$ cat src/c80alu_pkg.sv
// Package with the command codes and stage record types of the 8080-style ALU.
`timescale 1ns / 1ps

package c80alu_pkg;

	// Operation codes carried on the command port.
	typedef enum logic [4:0] {
		CMD_ADD = 5'd0,
		CMD_ADC = 5'd1,
		CMD_SUB = 5'd2,
		CMD_SBB = 5'd3,
		CMD_AND = 5'd4,
		CMD_XOR = 5'd5,
		CMD_OR  = 5'd6,
		CMD_CMP = 5'd7,
		CMD_INC = 5'd8,
		CMD_DEC = 5'd9,
		CMD_DAA = 5'd10,
		CMD_RLC = 5'd11,
		CMD_RRC = 5'd12,
		CMD_RAL = 5'd13,
		CMD_RAR = 5'd14,
		CMD_CMA = 5'd15,
		CMD_CMC = 5'd16,
		CMD_STC = 5'd17
	} cmd_t;

	// Where the new carry flag comes from.
	typedef enum logic [1:0] {
		CY_FIXED  = 2'd0,
		CY_SUM    = 2'd1,
		CY_BORROW = 2'd2
	} cy_sel_t;

	// Decimal adjust constants and the increment and decrement addends.
	localparam logic [3:0] DAA_DIGIT_MAX = 4'd9;
	localparam logic [7:0] DAA_CORR_LO   = 8'h06;
	localparam logic [7:0] DAA_CORR_HI   = 8'h60;
	localparam logic [7:0] DEC_ADDEND    = 8'hFE;
	localparam logic [7:0] INC_ADDEND    = 8'h01;

	// Decoded operation: adder operands plus everything else already resolved.
	typedef struct packed {
		logic [7:0] x;
		logic [7:0] y;
		logic       cin;
		logic [7:0] alt;
		cy_sel_t    cy_sel;
		logic       cy_fix;
		logic       ac_from_sum;
		logic       ac_fix;
		logic       res_from_sum;
		logic       flg_from_sum;
		logic       szp;
		logic       z_in;
		logic       s_in;
		logic       p_in;
	} op_t;

	// Result byte with carry flags, and the byte the other flags come from.
	typedef struct packed {
		logic [7:0] res;
		logic [7:0] flg_src;
		logic       cy;
		logic       ac;
		logic       szp;
		logic       z_in;
		logic       s_in;
		logic       p_in;
	} exec_t;

	// Final word presented at the outputs.
	typedef struct packed {
		logic [7:0] res;
		logic       cy;
		logic       ac;
		logic       z;
		logic       s;
		logic       p;
	} out_t;

endpackage

$ cat src/c80alu_decode.sv
// First pipeline stage: decodes the command into adder operands and flag selects.
`timescale 1ns / 1ps

module c80alu_decode (
	input  logic                clk,
	input  logic                arst_n,
	input  logic                valid,
	input  logic [4:0]          command,
	input  logic [7:0]          accumulator,
	input  logic [7:0]          operand,
	input  logic                carry_in,
	input  logic                aux_carry_in,
	input  logic                zero_in,
	input  logic                sign_in,
	input  logic                parity_in,
	output logic                valid_s1,
	output c80alu_pkg::op_t     op_s1
);
	import c80alu_pkg::*;

	op_t        op;
	logic       lo_big;
	logic       hi_corr;
	logic [7:0] corr;

	// Decimal adjust correction is chosen from the accumulator and the incoming carry and auxiliary carry.
	always_comb begin
		lo_big  = accumulator[3:0] > DAA_DIGIT_MAX;
		hi_corr = carry_in || (accumulator[7:4] > DAA_DIGIT_MAX)
			|| ((accumulator[7:4] >= DAA_DIGIT_MAX) && lo_big);
		corr    = ((lo_big || aux_carry_in) ? DAA_CORR_LO : 8'h00)
			| (hi_corr ? DAA_CORR_HI : 8'h00);
	end

	always_comb begin
		op.x            = accumulator;
		op.y            = operand;
		op.cin          = 1'b0;
		op.alt          = accumulator;
		op.cy_sel       = CY_FIXED;
		op.cy_fix       = carry_in;
		op.ac_from_sum  = 1'b0;
		op.ac_fix       = aux_carry_in;
		op.res_from_sum = 1'b0;
		op.flg_from_sum = 1'b0;
		op.szp          = 1'b0;
		op.z_in         = zero_in;
		op.s_in         = sign_in;
		op.p_in         = parity_in;
		case (cmd_t'(command))
			CMD_ADD, CMD_ADC: begin
				op.cin          = (cmd_t'(command) == CMD_ADC) ? carry_in : 1'b0;
				op.cy_sel       = CY_SUM;
				op.ac_from_sum  = 1'b1;
				op.res_from_sum = 1'b1;
				op.flg_from_sum = 1'b1;
				op.szp          = 1'b1;
			end
			CMD_SUB, CMD_SBB, CMD_CMP: begin
				op.y            = ~operand;
				op.cin          = (cmd_t'(command) == CMD_SBB) ? ~carry_in : 1'b1;
				op.cy_sel       = CY_BORROW;
				op.ac_from_sum  = 1'b1;
				op.res_from_sum = cmd_t'(command) != CMD_CMP;
				op.flg_from_sum = 1'b1;
				op.szp          = 1'b1;
			end
			CMD_AND: begin
				op.alt    = accumulator & operand;
				op.cy_fix = 1'b0;
				op.ac_fix = accumulator[3] | operand[3];
				op.szp    = 1'b1;
			end
			CMD_XOR: begin
				op.alt    = accumulator ^ operand;
				op.cy_fix = 1'b0;
				op.ac_fix = 1'b0;
				op.szp    = 1'b1;
			end
			CMD_OR: begin
				op.alt    = accumulator | operand;
				op.cy_fix = 1'b0;
				op.ac_fix = 1'b0;
				op.szp    = 1'b1;
			end
			CMD_INC, CMD_DEC: begin
				op.x            = operand;
				op.y            = (cmd_t'(command) == CMD_INC) ? INC_ADDEND : DEC_ADDEND;
				op.cin          = cmd_t'(command) == CMD_DEC;
				op.ac_from_sum  = 1'b1;
				op.res_from_sum = 1'b1;
				op.flg_from_sum = 1'b1;
				op.szp          = 1'b1;
			end
			CMD_DAA: begin
				op.y            = corr;
				op.cy_fix       = hi_corr;
				op.ac_from_sum  = 1'b1;
				op.res_from_sum = 1'b1;
				op.flg_from_sum = 1'b1;
				op.szp          = 1'b1;
			end
			CMD_RLC: begin
				op.alt    = {accumulator[6:0], accumulator[7]};
				op.cy_fix = accumulator[7];
			end
			CMD_RRC: begin
				op.alt    = {accumulator[0], accumulator[7:1]};
				op.cy_fix = accumulator[0];
			end
			CMD_RAL: begin
				op.alt    = {accumulator[6:0], carry_in};
				op.cy_fix = accumulator[7];
			end
			CMD_RAR: begin
				op.alt    = {carry_in, accumulator[7:1]};
				op.cy_fix = accumulator[0];
			end
			CMD_CMA: begin
				op.alt = ~accumulator;
			end
			CMD_CMC: begin
				op.cy_fix = ~carry_in;
			end
			CMD_STC: begin
				op.cy_fix = 1'b1;
			end
			default: begin
				op.cy_fix = carry_in;
			end
		endcase
	end

	always_ff @(posedge clk or negedge arst_n) begin
		if (!arst_n) begin
			valid_s1 <= 1'b0;
		end else begin
			valid_s1 <= valid;
		end
	end

	always_ff @(posedge clk) begin
		op_s1 <= op;
	end

endmodule

$ cat src/c80alu_exec.sv
// Second pipeline stage: the 8-bit adder and the result byte and carry selection.
`timescale 1ns / 1ps

module c80alu_exec (
	input  logic                clk,
	input  logic                arst_n,
	input  logic                valid_s1,
	input  c80alu_pkg::op_t     op_s1,
	output logic                valid_s2,
	output c80alu_pkg::exec_t   ex_s2
);
	import c80alu_pkg::*;

	logic [8:0] sum;
	logic [4:0] nib;
	exec_t      ex;

	always_comb begin
		sum = {1'b0, op_s1.x} + {1'b0, op_s1.y} + {8'd0, op_s1.cin};
		nib = {1'b0, op_s1.x[3:0]} + {1'b0, op_s1.y[3:0]} + {4'd0, op_s1.cin};
		ex.res     = op_s1.res_from_sum ? sum[7:0] : op_s1.alt;
		ex.flg_src = op_s1.flg_from_sum ? sum[7:0] : op_s1.alt;
		case (op_s1.cy_sel)
			CY_SUM:    ex.cy = sum[8];
			CY_BORROW: ex.cy = ~sum[8];
			default:   ex.cy = op_s1.cy_fix;
		endcase
		ex.ac   = op_s1.ac_from_sum ? nib[4] : op_s1.ac_fix;
		ex.szp  = op_s1.szp;
		ex.z_in = op_s1.z_in;
		ex.s_in = op_s1.s_in;
		ex.p_in = op_s1.p_in;
	end

	always_ff @(posedge clk or negedge arst_n) begin
		if (!arst_n) begin
			valid_s2 <= 1'b0;
		end else begin
			valid_s2 <= valid_s1;
		end
	end

	always_ff @(posedge clk) begin
		ex_s2 <= ex;
	end

endmodule

$ cat src/c80alu_flags.sv
// Third pipeline stage: zero, sign and parity flags and the output register.
`timescale 1ns / 1ps

module c80alu_flags (
	input  logic                clk,
	input  logic                arst_n,
	input  logic                valid_s2,
	input  c80alu_pkg::exec_t   ex_s2,
	output logic                valid_s3,
	output c80alu_pkg::out_t    out_s3
);
	import c80alu_pkg::*;

	out_t fl;

	always_comb begin
		fl.res = ex_s2.res;
		fl.cy  = ex_s2.cy;
		fl.ac  = ex_s2.ac;
		fl.z   = ex_s2.szp ? (ex_s2.flg_src == 8'h00) : ex_s2.z_in;
		fl.s   = ex_s2.szp ? ex_s2.flg_src[7] : ex_s2.s_in;
		fl.p   = ex_s2.szp ? ~^ex_s2.flg_src : ex_s2.p_in;
	end

	always_ff @(posedge clk or negedge arst_n) begin
		if (!arst_n) begin
			valid_s3 <= 1'b0;
		end else begin
			valid_s3 <= valid_s2;
		end
	end

	always_ff @(posedge clk) begin
		out_s3 <= fl;
	end

endmodule

$ cat src/cpu8080_alu_flags.sv
// Top level of the pipelined 8080-style ALU with flag generation.
`timescale 1ns / 1ps

// This ALU takes one word per clock: a word is accepted at any rising edge with
// start high, and busy is never raised, so a new operation may follow in every
// cycle. Each word passes through three register stages (decode, add and
// select, flag generation). Its result is on the result ports with done high
// for a single cycle, while it is held in the output register of flag generation.
// The receiver cannot hold results off, and the block never needs it to:
// results leave in the order the words came in, one per cycle at most. The
// latency is set by the three stages; throughput is one word per clock.
// Flags an operation does not touch are passed through from the incoming flags.
module cpu8080_alu_flags (
	input  logic       clk,
	input  logic       arst_n,
	input  logic       start,
	output logic       busy,
	input  logic [4:0] command,
	input  logic [7:0] accumulator,
	input  logic [7:0] operand,
	input  logic       carry_in,
	input  logic       aux_carry_in,
	input  logic       zero_in,
	input  logic       sign_in,
	input  logic       parity_in,
	output logic       done,
	output logic [7:0] result,
	output logic       carry_out,
	output logic       aux_carry_out,
	output logic       zero_out,
	output logic       sign_out,
	output logic       parity_out
);
	import c80alu_pkg::*;

	logic  valid_s1;
	logic  valid_s2;
	logic  valid_s3;
	op_t   op_s1;
	exec_t ex_s2;
	out_t  out_s3;

	// Nothing downstream can stall, so the pipeline is always free to accept.
	assign busy = 1'b0;

	// Stage one resolves the command into adder operands and flag selects.
	c80alu_decode u_decode (
		.clk          (clk),
		.arst_n       (arst_n),
		.valid        (start),
		.command      (command),
		.accumulator  (accumulator),
		.operand      (operand),
		.carry_in     (carry_in),
		.aux_carry_in (aux_carry_in),
		.zero_in      (zero_in),
		.sign_in      (sign_in),
		.parity_in    (parity_in),
		.valid_s1     (valid_s1),
		.op_s1        (op_s1)
	);

	// Stage two runs the adder and picks the result byte and carry flags.
	c80alu_exec u_exec (
		.clk      (clk),
		.arst_n   (arst_n),
		.valid_s1 (valid_s1),
		.op_s1    (op_s1),
		.valid_s2 (valid_s2),
		.ex_s2    (ex_s2)
	);

	// Stage three derives zero, sign and parity and holds the output word.
	c80alu_flags u_flags (
		.clk      (clk),
		.arst_n   (arst_n),
		.valid_s2 (valid_s2),
		.ex_s2    (ex_s2),
		.valid_s3 (valid_s3),
		.out_s3   (out_s3)
	);

	assign done          = valid_s3;
	assign result        = out_s3.res;
	assign carry_out     = out_s3.cy;
	assign aux_carry_out = out_s3.ac;
	assign zero_out      = out_s3.z;
	assign sign_out      = out_s3.s;
	assign parity_out    = out_s3.p;

	// Every accepted word produces its result with done high once it has passed the decode, add and flag registers.
	a_latency : assert property (@(posedge clk) disable iff (!arst_n)
		(start && !busy) |-> ##3 done)
		else $error("accepted word did not complete after three cycles");

	// Compare leaves the accumulator as the result byte.
	a_cmp_keeps_acc : assert property (@(posedge clk) disable iff (!arst_n)
		(start && command == CMD_CMP) |-> ##3 (result == $past(accumulator, 3)))
		else $error("compare changed the result byte");

	// Set carry always yields a carry flag of one.
	a_stc_sets_carry : assert property (@(posedge clk) disable iff (!arst_n)
		(start && command == CMD_STC) |-> ##3 carry_out)
		else $error("set carry did not set the carry flag");

endmodule
$ cat config.mk
export PLATFORM = sky130hd
export DESIGN_NAME = cpu8080_alu_flags
export DESIGN_NICKNAME = d
export VERILOG_FILES = /design/src/c80alu_pkg.sv /design/src/c80alu_decode.sv /design/src/c80alu_exec.sv /design/src/c80alu_flags.sv /design/src/cpu8080_alu_flags.sv
export SDC_FILE = /design/constraint.sdc
export NUM_CORES = 1
export LEC_CHECK = 0
export BUFFER_PORTS_ARGS = -buffer_cell sky130_fd_sc_hd__buf_4
export CAP_MARGIN = 10
export CORE_MARGIN = 10
export CORE_UTILIZATION = 40
export DETAILED_ROUTE_END_ITERATION = 7
export GPL_TIMING_DRIVEN = 0
export PLACE_DENSITY = 0.61
export SLEW_MARGIN = 20
export SYNTH_ARGS = -nofsm -noshare
export SYNTH_HDL_FRONTEND = slang
export SYNTH_SLANG_ARGS = --single-unit
export TNS_END_PERCENT = 5
$ cat constraint.sdc
create_clock -name clk -period 2.4 [get_ports clk]
set_input_delay 0.12 -clock clk [delete_from_list [all_inputs] [get_ports clk]]
set_output_delay 0.12 -clock clk [all_outputs]
set_load 0.005 [all_outputs]
==> flow_metrics.env <==
export IMPL_status="finished, final reports clean"
export IMPL_globalplace_congestion=1.01
export IMPL_clock_latency_ps=330
export IMPL_grt_overflow=0
export IMPL_die_y_um=119
export IMPL_cp_required_ps=2650
export IMPL_netlist_area_sq_um=3880
export IMPL_num_rows=35
export IMPL_ys_seq_area_share_pct=38.6
export IMPL_finalSetupTns_ps=0
export IMPL_startpoint_type="register"
export IMPL_synth_top_area_share_pct=36.6
export IMPL_die_x_um=119
export IMPL_max_slew_margin_pct=64.9
export IMPL_yosysWarnings=0
export IMPL_htreeDepth=3
export IMPL_cts_sinks=74
export IMPL_p_leak_nw=2.00
export IMPL_wirelength_um=10900
export IMPL_peakVddDrop_uv=292
export IMPL_die_area_sq_um=14000
export IMPL_avgSynthCellArea_sq_um=8.96
export IMPL_synthTopCellsByCount="dfxtp_1 (71), nand2_1 (38), inv_1 (37)"
export IMPL_fillCellCount=916
export IMPL_portBuffers=41
export IMPL_worst_slew_pin_slew_ps=523
export IMPL_antennaDiodeCount=0
export IMPL_ctsRootBufferMaster="clkbuf_8"
export IMPL_skew_ps=5.64
export IMPL_synth_area_leaders="dfxtp_1 (37%), ha_1 (9.3%), nand2_1 (3.7%)"
export IMPL_final_util_pct=48.8
export IMPL_min_period_ps=2090
export IMPL_maxCapViolCount=0
export IMPL_multiInputGateArea_sq_um=2090
export IMPL_dr_pass1_iters=5
export IMPL_syn2layout_area_growth_pct=17.3
export IMPL_ys_ff_latch=74
export IMPL_drt_iter0_drc=317
export IMPL_place_ws_ps=294
export IMPL_post_dp_cell_area_sq_um=4350
export IMPL_drc=0
export IMPL_grt_first_pass_wirelength_um=17600
export IMPL_cp_end_kind="register"
export IMPL_cts_tree="done"
export IMPL_area_sequential_sq_um=1500
export IMPL_synth_top_area_cell="dfxtp_1"
export IMPL_final_cell_area_sq_um=4550
export IMPL_yosysUniqueCellTypes=69
export IMPL_min_period_over_period_pct=87.1
export IMPL_netlist_instances=433
export IMPL_timing_hold_violations_final=0
export IMPL_async_reset_ff_share_pct=4.05
export IMPL_hold_class="input port to register"
export IMPL_pwr_density_cell_nw_per_um2=635
export IMPL_holdWs_ps=40.7
export IMPL_crit_type="register to register"
export IMPL_dpl_hpwl_um=8400
export IMPL_setup_ws_ps=309
export IMPL_wl_per_cell_um=17.5
export IMPL_grt_pass1_vias=3287
export IMPL_grt_max_degree=12
export IMPL_synth_most_common_cell="dfxtp_1"
export IMPL_maxSlewViolCount=0
export IMPL_vias=3409
export IMPL_syn_num_nets=493
export IMPL_core_sq_um=9330
export IMPL_grt_setup_unrepaired="no"
export IMPL_cts_buffer_depth=2
export IMPL_synth_edf_count=0
export IMPL_worstPathMaxFanout=3
export IMPL_fmaxAchievable_mhz=478
export IMPL_boundaryPins=44
export IMPL_synth_flop_cell="dfxtp_1"
export IMPL_drive_above_1_share_pct=18.0
export IMPL_finalSetupViolations=0
export IMPL_path_clk_slew_ps=70
export IMPL_grt_usage_pct=15.3
export IMPL_ant_nets=0
export IMPL_initial_core_util_pct=41.6
export IMPL_avgViaCountPerCell=5.47
export IMPL_ff2ff_setup_slack_ps=310
export IMPL_grt_antenna_before_repair=0
export IMPL_nets=550
export IMPL_cp_data_arrival_time_ps=2340
export IMPL_cts_made_buffers=9
==> timing repair <==
action | CTS | global route
gates resized for setup | 0 | 0
buffers inserted | 0 | 0
endpoints found under the hold margin | 7 | 0
hold buffers | 5 | 0
==> worst paths after layout <==
kind / to / startpoint / depth (start not counted)
max in group asynchronous: u_flags.valid_s3 / arst_n / 2
min reg2reg: u_flags.out_s3[11] / u_exec.ex_s2[20] / 0
min in group asynchronous: u_exec.valid_s2 / arst_n / 2
min: u_decode.op_s1[33] / operand[5] / 3
max reg2reg: u_exec.ex_s2[12] / u_decode.op_s1[19] / 7
max: u_exec.ex_s2[12] / u_decode.op_s1[19] / 7
==> routing by layer <==
metal,up-vias,track usage [%],share of wire (%)
li1,1639,-,-
met1,1573,18.2,42
met2,172,24.8,47
met3,25,5.09,8.8
met4,0,6.49,2.5
met5,-,0,0
==> logic make-up (layout without fill, tap and decap cells) <==
group	Yosys count	after routing	share of synthesized area [%]
buffers and inverters	66	127	7.70
other	1	1	0.0966
muxes	17	17	4.64
DFF	74	74	38.6
and+or+nand+nor	119	119	16.4
adders and majority gates	31	31	10.4
AOI/OAI and AO/OA	119	119	20.9
xor gates and xnor gates	6	6	1.35
==> power breakdown <==
group	switching (mW)	internal (mW)	total, mW
registers	0.0419	1.38	1.42
clock network	0.389	0.362	0.751
logic	0.389	0.332	0.722
==> cell type report <==
| cell class | count | area share, % |
|---|---|---|
| clock inverter | 4 | 0.440 |
| tap | 129 | 3.55 |
| sequential | 74 | 32.9 |
| buffer | 26 | 3.16 |
| multi-input combinational | 293 | 45.8 |
| clock buffer | 11 | 2.89 |
| timing repair buffer | 46 | 7.86 |
| inverter | 40 | 3.41 |
==> metrics by stage <==
step	cells	power (mW)
floorplan	433	1.89
global placement	603	2.14
detailed placement	603	2.16
CTS	623	2.92
global route	623	3.08
finish	623	2.89
==> layout by cell type (no fill, tap or decap), drive strengths merged, types with 3 or more instances in the layout <==
| cell type | n |
|---|---|
| nor4 | 3 |
| nor3 | 12 |
| buf | 58 |
| o31ai | 6 |
| a21oi | 18 |
| a31oi | 4 |
| dfrtp | 3 |
| clkinv | 7 |
| o21a | 10 |
| nand3 | 4 |
| o22ai | 4 |
| a21o | 3 |
| nand2b | 10 |
| a21boi | 3 |
| mux2i | 9 |
| nor2 | 19 |
| nor2b | 12 |
| xnor2 | 6 |
| ha | 29 |
| dfxtp | 71 |
| dlygate4sd3 | 5 |
| a32oi | 7 |
| a22oi | 6 |
| o21ai | 28 |
| mux2 | 8 |
| clkbuf | 20 |
| nand2 | 38 |
| and3 | 3 |
| o211ai | 9 |
| inv | 37 |
==> flip-flops by register name (all words and copies together) (netlist names) <==
name               cells
u_flags.out_s3        13
u_decode.valid_s1      1
u_exec.ex_s2          22
u_decode.op_s1        36
u_exec.valid_s2        1
u_flags.valid_s3       1
==> critical path, cell delays in order (launching register included) <==
cell and delay, ps:
dfxtp_1 320, fa_1 460, inv_1 90, fa_1 200, nor2b_1 80, o31ai_1 450
a21boi_0 220, o211ai_1 200
Power figures use the tool's default switching activity.
